==> src/rtl/core/awg_pkg.sv <==
`timescale 1ns / 1ps
`default_nettype none

package awg_pkg;

  localparam logic [14:0] FULL_SCALE = 15'd32767;
  localparam int unsigned CFG_DATA_W = 20;
  localparam int unsigned CFG_IDX_W = 3;
  localparam int unsigned DIV_NUM_W = 34;
  localparam int unsigned DIV_DEN_W = 16;

  typedef enum logic [2:0] {
    CFG_SHAPE   = 3'd0,
    CFG_PERIOD  = 3'd1,
    CFG_ATTACK  = 3'd2,
    CFG_DECAY   = 3'd3,
    CFG_SUSTAIN = 3'd4,
    CFG_RELEASE = 3'd5,
    CFG_NOTE    = 3'd6
  } awg_cfg_e;

  typedef enum logic [1:0] {
    SHAPE_SQUARE = 2'd0,
    SHAPE_SAW    = 2'd1,
    SHAPE_TRI    = 2'd2,
    SHAPE_SINE   = 2'd3
  } awg_shape_e;

  typedef enum logic [4:0] {
    OP_NONE,
    OP_LOAD,
    OP_ZERO,
    OP_PREP,
    OP_SUS,
    OP_MUL_A,
    OP_SUB_A,
    OP_MUL_D,
    OP_SUB_D,
    OP_ENV_S,
    OP_SUB_S,
    OP_MUL_R,
    OP_ENV_Z,
    OP_DIV_ENV,
    OP_ENV_SET,
    OP_DIV_T,
    OP_SET_T,
    OP_SQR,
    OP_MUL_W,
    OP_DIV_W,
    OP_SET_V,
    OP_MUL_SC,
    OP_SET_RES,
    OP_EMIT
  } awg_op_e;

  typedef struct packed {
    awg_op_e op;
  } awg_cmd_t;

  typedef struct packed {
    logic       active;
    logic       rel_lt_a;
    logic       rel_lt_d;
    logic       rel_lt_s;
    logic       rel_lt_r;
    logic       div_done;
    awg_shape_e shape;
  } awg_status_t;

endpackage

`default_nettype wire

==> src/rtl/core/awg_div.sv <==
`timescale 1ns / 1ps
`default_nettype none

module awg_div
  import awg_pkg::*;
(
  input  wire logic                 clk_i,
  input  wire logic                 rst_ni,
  input  wire logic                 start_i,
  input  wire logic [DIV_NUM_W-1:0] num_i,
  input  wire logic [DIV_DEN_W-1:0] den_i,
  output logic                      done_o,
  output logic [DIV_NUM_W-1:0]      quot_o,
  output logic [DIV_DEN_W-1:0]      rem_o
);

  localparam int unsigned CntW = $clog2(DIV_NUM_W + 1);

  logic [DIV_DEN_W-1:0] acc_q;
  logic [DIV_NUM_W-1:0] quo_q;
  logic [DIV_DEN_W-1:0] den_q;
  logic [CntW-1:0]      cnt_q;
  logic                 run_q;
  logic                 done_q;
  logic [DIV_DEN_W:0]   shifted;
  logic [DIV_DEN_W+1:0] diff;

  // one quotient bit per cycle, restoring
  assign shifted = {acc_q, quo_q[DIV_NUM_W-1]};
  assign diff    = {1'b0, shifted} - {2'b00, den_q};

  always_ff @(posedge clk_i or negedge rst_ni) begin
    if (!rst_ni) begin
      run_q  <= 1'b0;
      done_q <= 1'b0;
      cnt_q  <= '0;
    end else if (start_i) begin
      run_q  <= 1'b1;
      done_q <= 1'b0;
      cnt_q  <= CntW'(DIV_NUM_W);
    end else if (run_q) begin
      cnt_q <= cnt_q - 1'b1;
      if (cnt_q == CntW'(1)) begin
        run_q  <= 1'b0;
        done_q <= 1'b1;
      end
    end
  end

  always_ff @(posedge clk_i) begin
    if (start_i) begin
      acc_q <= '0;
      quo_q <= num_i;
      den_q <= den_i;
    end else if (run_q) begin
      if (!diff[DIV_DEN_W+1]) begin
        acc_q <= diff[DIV_DEN_W-1:0];
        quo_q <= {quo_q[DIV_NUM_W-2:0], 1'b1};
      end else begin
        acc_q <= shifted[DIV_DEN_W-1:0];
        quo_q <= {quo_q[DIV_NUM_W-2:0], 1'b0};
      end
    end
  end

  assign done_o = done_q;
  assign quot_o = quo_q;
  assign rem_o  = acc_q;

endmodule

`default_nettype wire

==> src/rtl/core/awg_dp.sv <==
`timescale 1ns / 1ps
`default_nettype none

module awg_dp
  import awg_pkg::*;
#(
  parameter int unsigned IndexBits      = 20,
  parameter int unsigned SineTableDepth = 256
) (
  input  wire logic                  clk_i,
  input  wire logic                  rst_ni,
  input  wire logic                  cfg_we_i,
  input  wire logic [CFG_IDX_W-1:0]  cfg_index_i,
  input  wire logic [CFG_DATA_W-1:0] cfg_data_i,
  input  wire logic                  restart_i,
  input  wire awg_cmd_t              cmd_i,
  output awg_status_t                status_o,
  output logic signed [15:0]         sample_o,
  output logic                       note_active_o,
  output logic                       last_of_note_o
);

  localparam int unsigned IW = IndexBits;
  localparam int unsigned SW = (IndexBits > 18) ? IndexBits : 18;
  localparam int unsigned LutW = $clog2(SineTableDepth);
  // 32767 * ceil(2^29 / 100), exact floor of pct * 32767 / 100 after >> 29
  localparam logic [37:0] SusRecip = 38'd175916520570;

  // quarter-wave taylor series in q30, evaluated at elaboration
  function automatic longint quarter_sine(longint num);
    longint x;
    longint term;
    longint sum;
    x    = (num * 64'sd1686629713) / SineTableDepth;
    term = x;
    sum  = x;
    term = (((term * x) >>> 30) * x >>> 30) / 6;
    sum  = sum - term;
    term = (((term * x) >>> 30) * x >>> 30) / 20;
    sum  = sum + term;
    term = (((term * x) >>> 30) * x >>> 30) / 42;
    sum  = sum - term;
    term = (((term * x) >>> 30) * x >>> 30) / 72;
    sum  = sum + term;
    term = (((term * x) >>> 30) * x >>> 30) / 110;
    sum  = sum - term;
    term = (((term * x) >>> 30) * x >>> 30) / 156;
    sum  = sum + term;
    if (sum < 0) sum = 0;
    sum = (sum * 32767 + (64'sd1 <<< 29)) >>> 30;
    if (sum > 32767) sum = 32767;
    return sum;
  endfunction

  function automatic longint sine_entry(longint k);
    longint quad;
    longint rem;
    longint v;
    quad = (4 * k) / SineTableDepth;
    rem  = (4 * k) % SineTableDepth;
    v    = quarter_sine(quad[0] ? SineTableDepth - rem : rem);
    return (quad >= 2) ? -v : v;
  endfunction

  logic signed [15:0] sine_lut [SineTableDepth];

  for (genvar g = 0; g < SineTableDepth; g++) begin : g_lut
    assign sine_lut[g] = 16'(sine_entry(g));
  end

  typedef enum logic [1:0] {SECT_A, SECT_D, SECT_R} sect_e;

  // configuration
  awg_shape_e      shape_q;
  logic [15:0]     per_q, att_q, dec_q, rel_len_q;
  logic [6:0]      pct_q;
  logic [19:0]     note_q;

  // working registers
  logic [IW-1:0]   idx_q, n_q, rel_q, sus_q;
  logic            act_q;
  logic [17:0]     sum_q;
  logic [14:0]     s_q, env_q;
  logic [15:0]     den_q, t_q;
  sect_e           sect_q;
  logic signed [17:0] v_q;
  logic [31:0]     prod_q;
  logic signed [15:0] res_q;
  logic signed [15:0] smp_q;
  logic            oact_q, olast_q;

  logic [IW-1:0]   len;
  logic [6:0]      pct_c;
  logic [15:0]     per_c;
  logic [15:0]     mul_a, mul_b;
  logic            mul_en;
  logic            div_start;
  logic [DIV_NUM_W-1:0] div_num, quot;
  logic [DIV_DEN_W-1:0] div_den, rem;
  logic            div_done;
  logic [17:0]     q18;
  logic [14:0]     mag;
  logic [44:0]     sus_prod;
  logic [31:0]     scl_sum;

  assign len   = IW'(note_q);
  assign pct_c = (pct_q > 7'd100) ? 7'd100 : pct_q;
  assign per_c = (per_q < 16'd2) ? 16'd2 : per_q;
  assign q18   = quot[17:0];
  assign mag   = v_q[17] ? 15'(-v_q) : v_q[14:0];

  // sustain level by reciprocal multiply
  assign sus_prod = 45'(pct_c) * 45'(SusRecip);
  // gain scaling: floor(p / 32767) = (p + (p >> 15) + 1) >> 15 for p < 2^30
  assign scl_sum  = prod_q + {15'd0, prod_q[31:15]} + 32'd1;

  always_ff @(posedge clk_i or negedge rst_ni) begin
    if (!rst_ni) begin
      shape_q   <= SHAPE_SQUARE;
      per_q     <= 16'd100;
      att_q     <= 16'd480;
      dec_q     <= 16'd480;
      pct_q     <= 7'd50;
      rel_len_q <= 16'd480;
      note_q    <= 20'd2400;
    end else if (cfg_we_i) begin
      unique case (cfg_index_i)
        CFG_SHAPE:   shape_q   <= awg_shape_e'(cfg_data_i[1:0]);
        CFG_PERIOD:  per_q     <= cfg_data_i[15:0];
        CFG_ATTACK:  att_q     <= cfg_data_i[15:0];
        CFG_DECAY:   dec_q     <= cfg_data_i[15:0];
        CFG_SUSTAIN: pct_q     <= cfg_data_i[6:0];
        CFG_RELEASE: rel_len_q <= cfg_data_i[15:0];
        CFG_NOTE:    note_q    <= cfg_data_i;
        default: ;
      endcase
    end
  end

  always_ff @(posedge clk_i or negedge rst_ni) begin
    if (!rst_ni) begin
      idx_q <= '0;
    end else if (cmd_i.op == OP_LOAD && restart_i) begin
      idx_q <= '0;
    end else if (cmd_i.op == OP_EMIT && act_q) begin
      idx_q <= n_q + 1'b1;
    end
  end

  // multiplier operand select, product registered
  always_comb begin
    mul_a  = '0;
    mul_b  = '0;
    mul_en = 1'b1;
    unique case (cmd_i.op)
      OP_MUL_A:  begin mul_a = rel_q[15:0];    mul_b = 16'(FULL_SCALE); end
      OP_MUL_D:  begin mul_a = rel_q[15:0];    mul_b = 16'(FULL_SCALE - s_q); end
      OP_MUL_R:  begin mul_a = rel_q[15:0];    mul_b = 16'(s_q); end
      OP_MUL_W:  begin
        mul_a = t_q;
        mul_b = (shape_q == SHAPE_SINE) ? 16'(SineTableDepth) : 16'(FULL_SCALE);
      end
      OP_MUL_SC: begin mul_a = 16'(env_q);     mul_b = 16'(mag); end
      default:   mul_en = 1'b0;
    endcase
  end

  always_comb begin
    div_start = 1'b1;
    div_num   = DIV_NUM_W'(prod_q);
    div_den   = den_q;
    unique case (cmd_i.op)
      OP_DIV_ENV: div_den = den_q;
      OP_DIV_T:   begin div_num = DIV_NUM_W'(n_q); div_den = per_c; end
      OP_DIV_W:   begin
        div_den = per_c;
        unique case (shape_q)
          SHAPE_SAW: div_num = DIV_NUM_W'(prod_q) << 1;
          SHAPE_TRI: div_num = DIV_NUM_W'(prod_q) << 2;
          default:   div_num = DIV_NUM_W'(prod_q);
        endcase
      end
      default:    div_start = 1'b0;
    endcase
  end

  awg_div u_div (
    .clk_i  (clk_i),
    .rst_ni (rst_ni),
    .start_i(div_start),
    .num_i  (div_num),
    .den_i  (div_den),
    .done_o (div_done),
    .quot_o (quot),
    .rem_o  (rem)
  );

  always_ff @(posedge clk_i) begin
    if (mul_en) prod_q <= mul_a * mul_b;
    unique case (cmd_i.op)
      OP_LOAD: n_q <= restart_i ? '0 : idx_q;
      OP_ZERO: begin
        act_q <= 1'b0;
        res_q <= '0;
      end
      OP_PREP: begin
        act_q <= 1'b1;
        rel_q <= n_q;
        sum_q <= 18'(att_q) + 18'(dec_q) + 18'(rel_len_q);
        s_q   <= sus_prod[43:29];
      end
      OP_SUS: sus_q <= (SW'(len) > SW'(sum_q)) ? IW'(SW'(len) - SW'(sum_q)) : '0;
      OP_MUL_A: begin den_q <= att_q;     sect_q <= SECT_A; end
      OP_MUL_D: begin den_q <= dec_q;     sect_q <= SECT_D; end
      OP_MUL_R: begin den_q <= rel_len_q; sect_q <= SECT_R; end
      OP_SUB_A: rel_q <= rel_q - IW'(att_q);
      OP_SUB_D: rel_q <= rel_q - IW'(dec_q);
      OP_SUB_S: rel_q <= rel_q - sus_q;
      OP_ENV_S: env_q <= s_q;
      OP_ENV_Z: env_q <= '0;
      OP_ENV_SET: begin
        unique case (sect_q)
          SECT_A:  env_q <= quot[14:0];
          SECT_D:  env_q <= FULL_SCALE - quot[14:0];
          default: env_q <= s_q - quot[14:0];
        endcase
      end
      OP_SET_T: t_q <= rem;
      OP_SQR: res_q <= (t_q < (per_c >> 1)) ? 16'(env_q) : -16'(env_q);
      OP_SET_V: begin
        unique case (shape_q)
          SHAPE_SAW: v_q <= (q18 >= 18'(FULL_SCALE)) ? $signed(q18 - 18'd65534)
                                                     : $signed(q18);
          SHAPE_TRI: begin
            if (q18 < 18'(FULL_SCALE)) v_q <= $signed(q18);
            else if (q18 < 18'd98301) v_q <= $signed(18'd65534 - q18);
            else v_q <= $signed(q18 - 18'd131068);
          end
          default: v_q <= 18'(sine_lut[quot[LutW-1:0]]);
        endcase
      end
      OP_SET_RES: res_q <= v_q[17] ? -16'(scl_sum[29:15]) : 16'(scl_sum[29:15]);
      OP_EMIT: begin
        smp_q   <= res_q;
        oact_q  <= act_q;
        olast_q <= act_q && (({1'b0, n_q} + 1'b1) == {1'b0, len});
      end
      default: ;
    endcase
  end

  assign status_o.active   = n_q < len;
  assign status_o.rel_lt_a = rel_q < IW'(att_q);
  assign status_o.rel_lt_d = rel_q < IW'(dec_q);
  assign status_o.rel_lt_s = rel_q < sus_q;
  assign status_o.rel_lt_r = rel_q < IW'(rel_len_q);
  assign status_o.div_done = div_done;
  assign status_o.shape    = shape_q;

  assign sample_o       = smp_q;
  assign note_active_o  = oact_q;
  assign last_of_note_o = olast_q;

endmodule

`default_nettype wire

==> src/rtl/core/awg_ctrl.sv <==
`timescale 1ns / 1ps
`default_nettype none

module awg_ctrl
  import awg_pkg::*;
(
  input  wire logic        clk_i,
  input  wire logic        rst_ni,
  input  wire logic        in_valid_i,
  output logic             in_stall_o,
  output logic             out_valid_o,
  input  wire logic        out_stall_i,
  input  wire awg_status_t status_i,
  output awg_cmd_t         cmd_o
);

  typedef enum logic [4:0] {
    ST_IDLE, ST_CHK, ST_SUS, ST_EA, ST_ED, ST_ES, ST_ER, ST_EMUL, ST_EWAIT,
    ST_TDIV, ST_TWAIT, ST_WAVE, ST_WDIV, ST_WWAIT, ST_SMUL, ST_SDIV,
    ST_OUT
  } state_e;

  state_e state_q, state_d;
  logic   out_valid_q;
  logic   out_free;

  assign out_free = !out_valid_q || !out_stall_i;

  always_comb begin
    state_d   = state_q;
    cmd_o.op  = OP_NONE;
    unique case (state_q)
      ST_IDLE: if (in_valid_i) begin cmd_o.op = OP_LOAD; state_d = ST_CHK; end
      ST_CHK: begin
        if (status_i.active) begin
          cmd_o.op = OP_PREP;
          state_d  = ST_SUS;
        end else begin
          cmd_o.op = OP_ZERO;
          state_d  = ST_OUT;
        end
      end
      ST_SUS: begin cmd_o.op = OP_SUS; state_d = ST_EA; end
      ST_EA: begin
        cmd_o.op = status_i.rel_lt_a ? OP_MUL_A : OP_SUB_A;
        state_d  = status_i.rel_lt_a ? ST_EMUL : ST_ED;
      end
      ST_ED: begin
        cmd_o.op = status_i.rel_lt_d ? OP_MUL_D : OP_SUB_D;
        state_d  = status_i.rel_lt_d ? ST_EMUL : ST_ES;
      end
      ST_ES: begin
        cmd_o.op = status_i.rel_lt_s ? OP_ENV_S : OP_SUB_S;
        state_d  = status_i.rel_lt_s ? ST_TDIV : ST_ER;
      end
      ST_ER: begin
        cmd_o.op = status_i.rel_lt_r ? OP_MUL_R : OP_ENV_Z;
        state_d  = status_i.rel_lt_r ? ST_EMUL : ST_TDIV;
      end
      ST_EMUL: begin cmd_o.op = OP_DIV_ENV; state_d = ST_EWAIT; end
      ST_EWAIT: if (status_i.div_done) begin cmd_o.op = OP_ENV_SET; state_d = ST_TDIV; end
      ST_TDIV: begin cmd_o.op = OP_DIV_T; state_d = ST_TWAIT; end
      ST_TWAIT: if (status_i.div_done) begin cmd_o.op = OP_SET_T; state_d = ST_WAVE; end
      ST_WAVE: begin
        if (status_i.shape == SHAPE_SQUARE) begin
          cmd_o.op = OP_SQR;
          state_d  = ST_OUT;
        end else begin
          cmd_o.op = OP_MUL_W;
          state_d  = ST_WDIV;
        end
      end
      ST_WDIV: begin cmd_o.op = OP_DIV_W; state_d = ST_WWAIT; end
      ST_WWAIT: if (status_i.div_done) begin cmd_o.op = OP_SET_V; state_d = ST_SMUL; end
      ST_SMUL: begin cmd_o.op = OP_MUL_SC; state_d = ST_SDIV; end
      ST_SDIV: begin cmd_o.op = OP_SET_RES; state_d = ST_OUT; end
      ST_OUT: if (out_free) begin cmd_o.op = OP_EMIT; state_d = ST_IDLE; end
      default: state_d = ST_IDLE;
    endcase
  end

  always_ff @(posedge clk_i or negedge rst_ni) begin
    if (!rst_ni) begin
      state_q     <= ST_IDLE;
      out_valid_q <= 1'b0;
    end else begin
      state_q <= state_d;
      if (state_q == ST_OUT && out_free) out_valid_q <= 1'b1;
      else if (!out_stall_i) out_valid_q <= 1'b0;
    end
  end

  assign in_stall_o  = (state_q != ST_IDLE);
  assign out_valid_o = out_valid_q;

endmodule

`default_nettype wire

==> src/rtl/core/adsr_waveform_generator_unit.sv <==
// enveloped waveform generator: one 16-bit sample per input word
// input channel: in_valid_i / in_stall_o with restart_i; restart_i high
//   plays sample zero of the note, low plays the next sample
// output channel: out_valid_o / out_stall_i with sample_o, note_active_o
//   and last_of_note_o; once the note is over the block returns zero samples
//   with note_active_o low and the sample index holds
// configuration: cfg_we_i writes cfg_data_i into register cfg_index_i
//   (shape, period, attack, decay, sustain percent, release, note length);
//   the user must write only while the block is idle, which the block does
//   not enforce; unknown indexes are dropped
// divisions by the 34-bit restoring divider set how long a word takes:
//   envelope ramp (none while sustaining or silent), wave phase and, except
//   for square, wave value; sustain level and gain use reciprocals; a word
//   past the note end needs no division
// one word at a time: the next word can be taken in the cycle after the last
//   one is loaded into the output register
// a stalled receiver holds the word and the block waits before loading it
// reset: clears the sample index, loads the default note settings and
//   empties the output register
`timescale 1ns / 1ps
`default_nettype none

module adsr_waveform_generator_unit
  import awg_pkg::*;
#(
  parameter int unsigned IndexBits      = 20,
  parameter int unsigned SineTableDepth = 256
) (
  input  wire logic                  clk_i,
  input  wire logic                  rst_ni,
  input  wire logic                  cfg_we_i,
  input  wire logic [CFG_IDX_W-1:0]  cfg_index_i,
  input  wire logic [CFG_DATA_W-1:0] cfg_data_i,
  input  wire logic                  in_valid_i,
  output logic                       in_stall_o,
  input  wire logic                  restart_i,
  output logic                       out_valid_o,
  input  wire logic                  out_stall_i,
  output logic signed [15:0]         sample_o,
  output logic                       note_active_o,
  output logic                       last_of_note_o
);

  // command and status between sequencer and datapath
  awg_cmd_t    cmd;
  awg_status_t status;

  awg_ctrl u_ctrl (
    .clk_i      (clk_i),
    .rst_ni     (rst_ni),
    .in_valid_i (in_valid_i),
    .in_stall_o (in_stall_o),
    .out_valid_o(out_valid_o),
    .out_stall_i(out_stall_i),
    .status_i   (status),
    .cmd_o      (cmd)
  );

  // config registers, envelope/wave arithmetic, divider and output word
  awg_dp #(
    .IndexBits     (IndexBits),
    .SineTableDepth(SineTableDepth)
  ) u_dp (
    .clk_i         (clk_i),
    .rst_ni        (rst_ni),
    .cfg_we_i      (cfg_we_i),
    .cfg_index_i   (cfg_index_i),
    .cfg_data_i    (cfg_data_i),
    .restart_i     (restart_i),
    .cmd_i         (cmd),
    .status_o      (status),
    .sample_o      (sample_o),
    .note_active_o (note_active_o),
    .last_of_note_o(last_of_note_o)
  );

endmodule

`default_nettype wire

==> config.mk <==
export PLATFORM = sky130hd
export DESIGN_NAME = adsr_waveform_generator_unit
export DESIGN_NICKNAME = d
export VERILOG_FILES = /design/src/rtl/core/awg_pkg.sv /design/src/rtl/core/awg_div.sv /design/src/rtl/core/awg_dp.sv /design/src/rtl/core/awg_ctrl.sv /design/src/rtl/core/adsr_waveform_generator_unit.sv
export SDC_FILE = /design/constraint.sdc
export NUM_CORES = 2
export LEC_CHECK = 0
export BUFFER_PORTS_ARGS = -buffer_cell sky130_fd_sc_hd__buf_2
export CAP_MARGIN = 30
export CORE_MARGIN = 2
export CORE_UTILIZATION = 40
export CTS_CLUSTER_DIAMETER = 60
export CTS_CLUSTER_SIZE = 12
export DETAILED_ROUTE_END_ITERATION = 10
export SKIP_LAST_GASP = 1
export SYNTH_ARGS = -nofsm -noshare
export SYNTH_HDL_FRONTEND = slang
export SYNTH_SLANG_ARGS = --single-unit
export TNS_END_PERCENT = 100
==> constraint.sdc <==
create_clock -name clk_i -period 26.1 [get_ports clk_i]
set_input_delay 5.22 -clock clk_i [delete_from_list [all_inputs] [get_ports clk_i]]
set_output_delay 5.22 -clock clk_i [all_outputs]
set_load 0.01 [all_outputs]
### Word level (Yosys, flattened, before mapping)

Memories as Yosys holds them, arrays and structs flattened.
Cells that the tools add are included.

| storage, ports and cells | value |
|---|---|
| bits in writable memories | 0 |
| word-level logic and storage cells | 226 |
| output and inout port bits | 20 |
| register bits after elaboration | 420 |
| bits in latches | 0 |
| memories kept | 1 |
| ROM bits | 4096 |

Memory list:

| memory | depth | bits a word | rd ports | clocked after Yosys merged registers in | wr ports | line | text |
|---|---|---|---|---|---|---|---|
| (no name shown) | 256 | 16 | 1 | 0 | 0 | awg_dp.sv:239 | `default: v_q <= 18'(sine_lut[quot[LutW-1:0]]);` |

| cells by class | value |
|---|---|
| equality and inequality tests | 57 |
| mux-type cells | 66 |
| add/subtract/negate cells | 21 |
| reduce and logical (&&, ||, !) cells | 33 |
| shift operators | 0 |
| div/mod/pow operators | 0 |
| multipliers | 2 |
| bitwise gates (word level) | 1 |
| order comparisons | 13 |

Operators with widths:

| kind | number |
|---|---|
| $pmux W5 S17 | 2 |
| $pmux W16 S3 | 3 |
| $pmux W34 S2 | 2 |
| $mux W16 | 7 |
| $eq A5 B4 Y1 const B | 16 |
| $pmux W16 S5 | 1 |
| $pmux W20 S4 | 1 |
| $mux W34 | 2 |
| $lt A20 B16 Y1 | 3 |
| $mux W18 | 3 |
| $mux W5 | 10 |
| $eq A5 B5 Y1 const B | 9 |
| $pmux W15 S3 | 1 |
| $mul A7 B37 Y43 const B | 1 |
| $eq A5 B3 Y1 const B | 8 |
| $lt A20 B20 Y1 | 2 |
| $mux W20 | 2 |
| $sub A20 B16 Y20 | 2 |
| $pmux W18 S2 | 1 |
| $mul A16 B16 Y32 | 1 |
| $neg A15 Y16 | 2 |
| $add A30 B1 Y30 const B | 1 |
| $add A30 B17 Y30 | 1 |
| $mux W15 | 2 |
| 59 further kinds | 110 |

### Longest topological paths before layout

| logic depth | value |
|---|---|
| depth in word-level cells | 9 |
| mapped depth | 39 |
| depth with buffers taken out | 37 |

### Modules after synthesis

A second synthesis with hierarchy kept.

| unflattened totals | value |
|---|---|
| cells, all modules | 4949 |
| area, all modules | 43508.0 µm² |

By module, submodules not included:

| module | area each (µm²) | instances | cells an instance |
|---|---|---|---|
| awg_dp | 38832.2 | 1 | 4501 |
| awg_div | 3827.4 | 1 | 340 |
| awg_ctrl | 848.3 | 1 | 108 |

### Least setup slack after synthesis

Ideal clock, no wire load.

| timing | value |
|---|---|
| path kind | input port to flip-flop |
| start point | input in_valid_i |
| end point | register u_dp.prod_q[0], enable pin |
| setup slack | 17.215 ns |
| data required time | 25.706 ns |
| stages | 6 |
| arrival | 8.490 ns |
| path buffers | 0 |
| setup time | 0.394 ns |
| path through | nor3b_1 nor4_1 nand2_1 and4bb_4 or4_1 nand3_1 |

| between the ends | value |
|---|---|
| word-level cells in the longest chain between the ends | 5 |

Ends and longest elaborated chain:

| what | line | text |
|---|---|---|
| start, declared | adsr_waveform_generator_unit.sv:34 | `input wire logic in_valid_i,` |
| $mux W1 * | awg_ctrl.sv:33 | `ST_IDLE: if (in_valid_i) begin cmd_o.op = OP_LOAD; state_d = ST_CHK; end` |
| $pmux W5 S17 * | awg_ctrl.sv:32 | `unique case (state_q)` |
| $eq A5 B5 Y1, or another cell as far along | awg_dp.sv:155 | `unique case (cmd_i.op)` |
| $reduce_or A5 Y1 (no line) * | n/a |  |
| $mux W1 * | awg_dp.sv:155 |  |
| via u_dp.mul_en | awg_dp.sv:96 | `logic mul_en;` |
| end signal, assigned | awg_dp.sv:199 | `if (mul_en) prod_q <= mul_a * mul_b;` |
| end, declared | awg_dp.sv:87 | `logic [31:0] prod_q;` |

Mark *: on every way through the listed nets, which the timed path passes. The rest lies on a longest branch.
A chain may end at the register's enable or synchronous reset.

### Worst setup path after layout

| timing | value |
|---|---|
| start point | register u_dp.rel_q[0] |
| end point | register u_dp.prod_q[30], data pin |

| between the ends | value |
|---|---|
| word-level cells in the longest chain between the ends | 7 |

Ends and longest elaborated chain:

| what | line | text |
|---|---|---|
| start, declared | awg_dp.sv:80 | `logic [IW-1:0] idx_q, n_q, rel_q, sus_q;` |
| start signal, assigned | awg_dp.sv:208 | `rel_q <= n_q;` |
| start signal, assigned | awg_dp.sv:216 | `OP_SUB_A: rel_q <= rel_q - IW'(att_q);` |
| start signal, assigned | awg_dp.sv:217 | `OP_SUB_D: rel_q <= rel_q - IW'(dec_q);` |
| $lt A20 B16 Y1, or another cell as far along | awg_dp.sv:256 | `assign status_o.rel_lt_r = rel_q < IW'(rel_len_q);` |
| $mux W3, or another cell as far along | awg_ctrl.sv:57 | `cmd_o.op = status_i.rel_lt_r ? OP_MUL_R : OP_ENV_Z;` |
| $pmux W5 S17 | awg_ctrl.sv:32 |  |
| $eq A5 B3 Y1 or $eq A5 B4 Y1 (tied branches) | awg_dp.sv:155 |  |
| $reduce_or A3 Y1 (no line) | n/a |  |
| $pmux W16 S3 | awg_dp.sv:155 |  |
| $mul A16 B16 Y32 * | awg_dp.sv:199 |  |

Mark *: on every way between the ends. The rest lies on a longest branch, timed or not.

==> run metrics <==
status=finished clean; Final HPWL DP=120000 um; Clock Pin Slew Worst Setup and Hold Paths=60 ps; share of cells above drive strength 1=0.0713; Psw=between 2000 and 3000 uW; Hold WC Path Type=reg2reg; WP data arrival=10790 ps; Avg Inst Size Synth=between 8 and 9 sq um; synthesized area=0.0429 sq mm; Setup Fix Bufs, Post-CTS=0; sequential fraction of the synthesis area=0.274; Worst Path Max Fanout=49; Die H=332 um; #FFs+latches synth=418; most common cell after layout, fill and taps aside=inv_1; Overall Power=5780 uW; hold_ws=~420 ps; WL/cell=24.6 um; ys async rst share=0.304; vias per inst=6.04; Antenna Cells=0; drc violations=0; wirelength, routed=~160000 um; sw frac=0.509; Flop pwr share=0.238; post_cts resized=0; combinational share of power=0.635; Internal=approximately 2800 uW; initial antenna violation count=2; Final Hold Fails=0; clock skew=29.4 ps; endpoints failing setup=0; Max stage delay cell, worst path=a21oi_1; Slew Limit Fails=0; Worst-Margin Slew=1060 ps; drt first pass iters=6; CTS H-Tree Depth=2; largest net degree at the start of global routing=83; fin crit share=0.398; final core occ=0.435; Tmin final=roughly 10000 ps; drt initial violations=between 4000 and 5000; vias in the first global route=36226; GPL Wtd Cong=1.00; all-layer global routing usage=0.277; final antenna-violating net count=0; Synth area leaders=edfxtp_1, ha_1, fa_1; Sinks on Clock Net=418; I/O Buffers=48; commonest cells after routing, fill and taps aside=inv_1, nand2_1, nor2_1, ha_1, o21ai_0; GRT overflow=0; Die X=332 um; row cnt=120; clk_lat worst skew=660 ps; vias=38111; worst-case clock buffer depth=3; Synth top area share=0.192; Max VDD drop=between 0.00007 and 0.00008 V; DIE AREA=0.110 sq mm; Post-Syn Nets=5618; Critical Path Source Type=flop; Max Cap Violations=0; CP endpoint kind=flop; Synthesis Warnings=0; unrepaired setup endpoints after global routing=false; Final Cell Area=0.0465 sq mm; Post-synth top flop=edfxtp_1; Placed Area=0.0448 sq mm; Pleak=just over 0.02 uW; core area=0.107 sq mm; # hold bufs at CTS=0; Clock Power Share=0.127; Mapped Cells=roughly 4900; Root Buffer=clkbuf_16; first-pass GRT wire length=233000 um; Netlist cell types=91; cell taking the most area after synthesis=edfxtp_1; initial core utilization=0.402; power density over the cells=124 mW/mm^2; I/O pin count=49; max incr delay on CP=820 ps; worst setup path category=reg2reg; nets=approximately 5600; setup TNS=0 ps; Area Growth Syn to Fin=8.23%; Inserted Clock Buffers=54; CTS tree=built; Max-slew headroom=0.278; Req. time, crit path=26490 ps; EDFF count, synth=about 280; achievable frequency=slightly below 0.1 GHz
## critical path: cells and delay by family (launching register included)
family          cells  cell delay (ps)
compound gates     14             4120
xor+xnor            1               80
fa+ha+maj           9             3760
buf+inv             8              960
flops               1              400
simple gates        4              790
## worst paths after layout
kind / slack (ps) / depth (start not counted) / startpoint / endpoint
min in group asynchronous: 4550 / 1 / rst_ni / u_dp.rel_len_q[11]
worst max register to register: 15700 / 36 / u_dp.rel_q[0] / u_dp.prod_q[30]
max in group asynchronous: 20360 / 3 / rst_ni / u_dp.pct_q[1]
worst min-delay path: 420 / 0 / u_dp.res_q[10] / u_dp.sample_o[10]
worst min register to register: 420 / 0 / u_dp.res_q[10] / u_dp.sample_o[10]
worst max-delay path: 15700 / 36 / u_dp.rel_q[0] / u_dp.prod_q[30]
## synth_stat cells, types with 25 or more instances
| cell type | n |
|---|---|
| inv_1 | 530 |
| nand2_1 | 466 |
| nor2_1 | 441 |
| ha_1 | 433 |
| o21ai_0 | 378 |
| a21oi_1 | 297 |
| edfxtp_1 | 275 |
| fa_1 | 224 |
| clkbuf_1 | 198 |
| xnor2_1 | 171 |
| dfrtp_1 | 105 |
| nor3_1 | 94 |
| a21o_1 | 86 |
| nand3_1 | 86 |
| xor2_1 | 81 |
| mux2_2 | 62 |
| a22oi_1 | 61 |
| nor2b_1 | 61 |
| a221oi_1 | 55 |
| a211oi_1 | 43 |
| a31oi_1 | 42 |
| o211ai_1 | 40 |
| and3_1 | 39 |
| nand2b_1 | 36 |
| a22o_1 | 33 |
| buf_1 | 31 |
| mux2i_1 | 30 |
| or3_1 | 29 |
| o21bai_1 | 26 |
| o22ai_1 | 26 |
| nand4_1 | 25 |
| o221ai_1 | 25 |
## layer usage
metal	wire length (um)	share of wire	up-vias	track usage
li1	-	-	17395	-
met3	14000	0.090	320	0.0475
met2	69200	0.45	1820	0.437
met1	66600	0.43	18576	0.387
met4	5540	0.036	0	0.0873
met5	0	0	-	0
## cell type report
class	instances	area, sq um
inverter	535	2010
multi-input combinational	3735	28300
clock buffer	67	1430
tap	1403	1760
fill	10613	60300
clock inverter	29	294
sequential	418	11800
timing repair buffer	127	928
## power groups by stage
stage,combinational [uW],sequential (uW),clock [uW]
after floorplan,2660,1180,0
after global placement,3560,1370,0
after detailed placement,3580,1370,0
after CTS,3610,1360,742
after global routing,4060,1390,766
final,3670,1380,733
## cells by family after synthesis
kind of cell             count (synthesis)  synth area share
AND/OR/NAND/NOR                       1385             0.146
XOR/XNOR                               252            0.0514
multiplexers                            99            0.0256
adder cells (fa/ha/maj)                658             0.231
AO/OA/AOI/OAI                         1341             0.203
buffers and inverters                  779            0.0689
flip-flops                             418             0.274
## through the flow
stage | cells | setup slack [ps]
after global routing | 6314 | 15100
final | 6314 | 15700
after CTS | 6314 | 15900
after global placement | 6210 | 16120
after floorplan | 4932 | 17220
after detailed placement | 6218 | 15940
## registers in the layout, indices dropped and copies added (netlist names), 16 cells and up
signal,cells
u_dp.u_div.quot_o,34
u_dp.prod_q,32
u_dp.idx_q,20
u_dp.len,20
u_dp.n_q,20
u_dp.rel_q,20
u_dp.sus_q,20
u_dp.sum_q,18
u_dp.att_q,16
u_dp.dec_q,16
u_dp.den_q,16
u_dp.per_q,16
u_dp.rel_len_q,16
u_dp.res_q,16
u_dp.sample_o,16
u_dp.t_q,16
u_dp.u_div.den_q,16
u_dp.u_div.rem_o,16
u_dp.v_q,16
No activity file was read; power rests on OpenSTA's default activity.
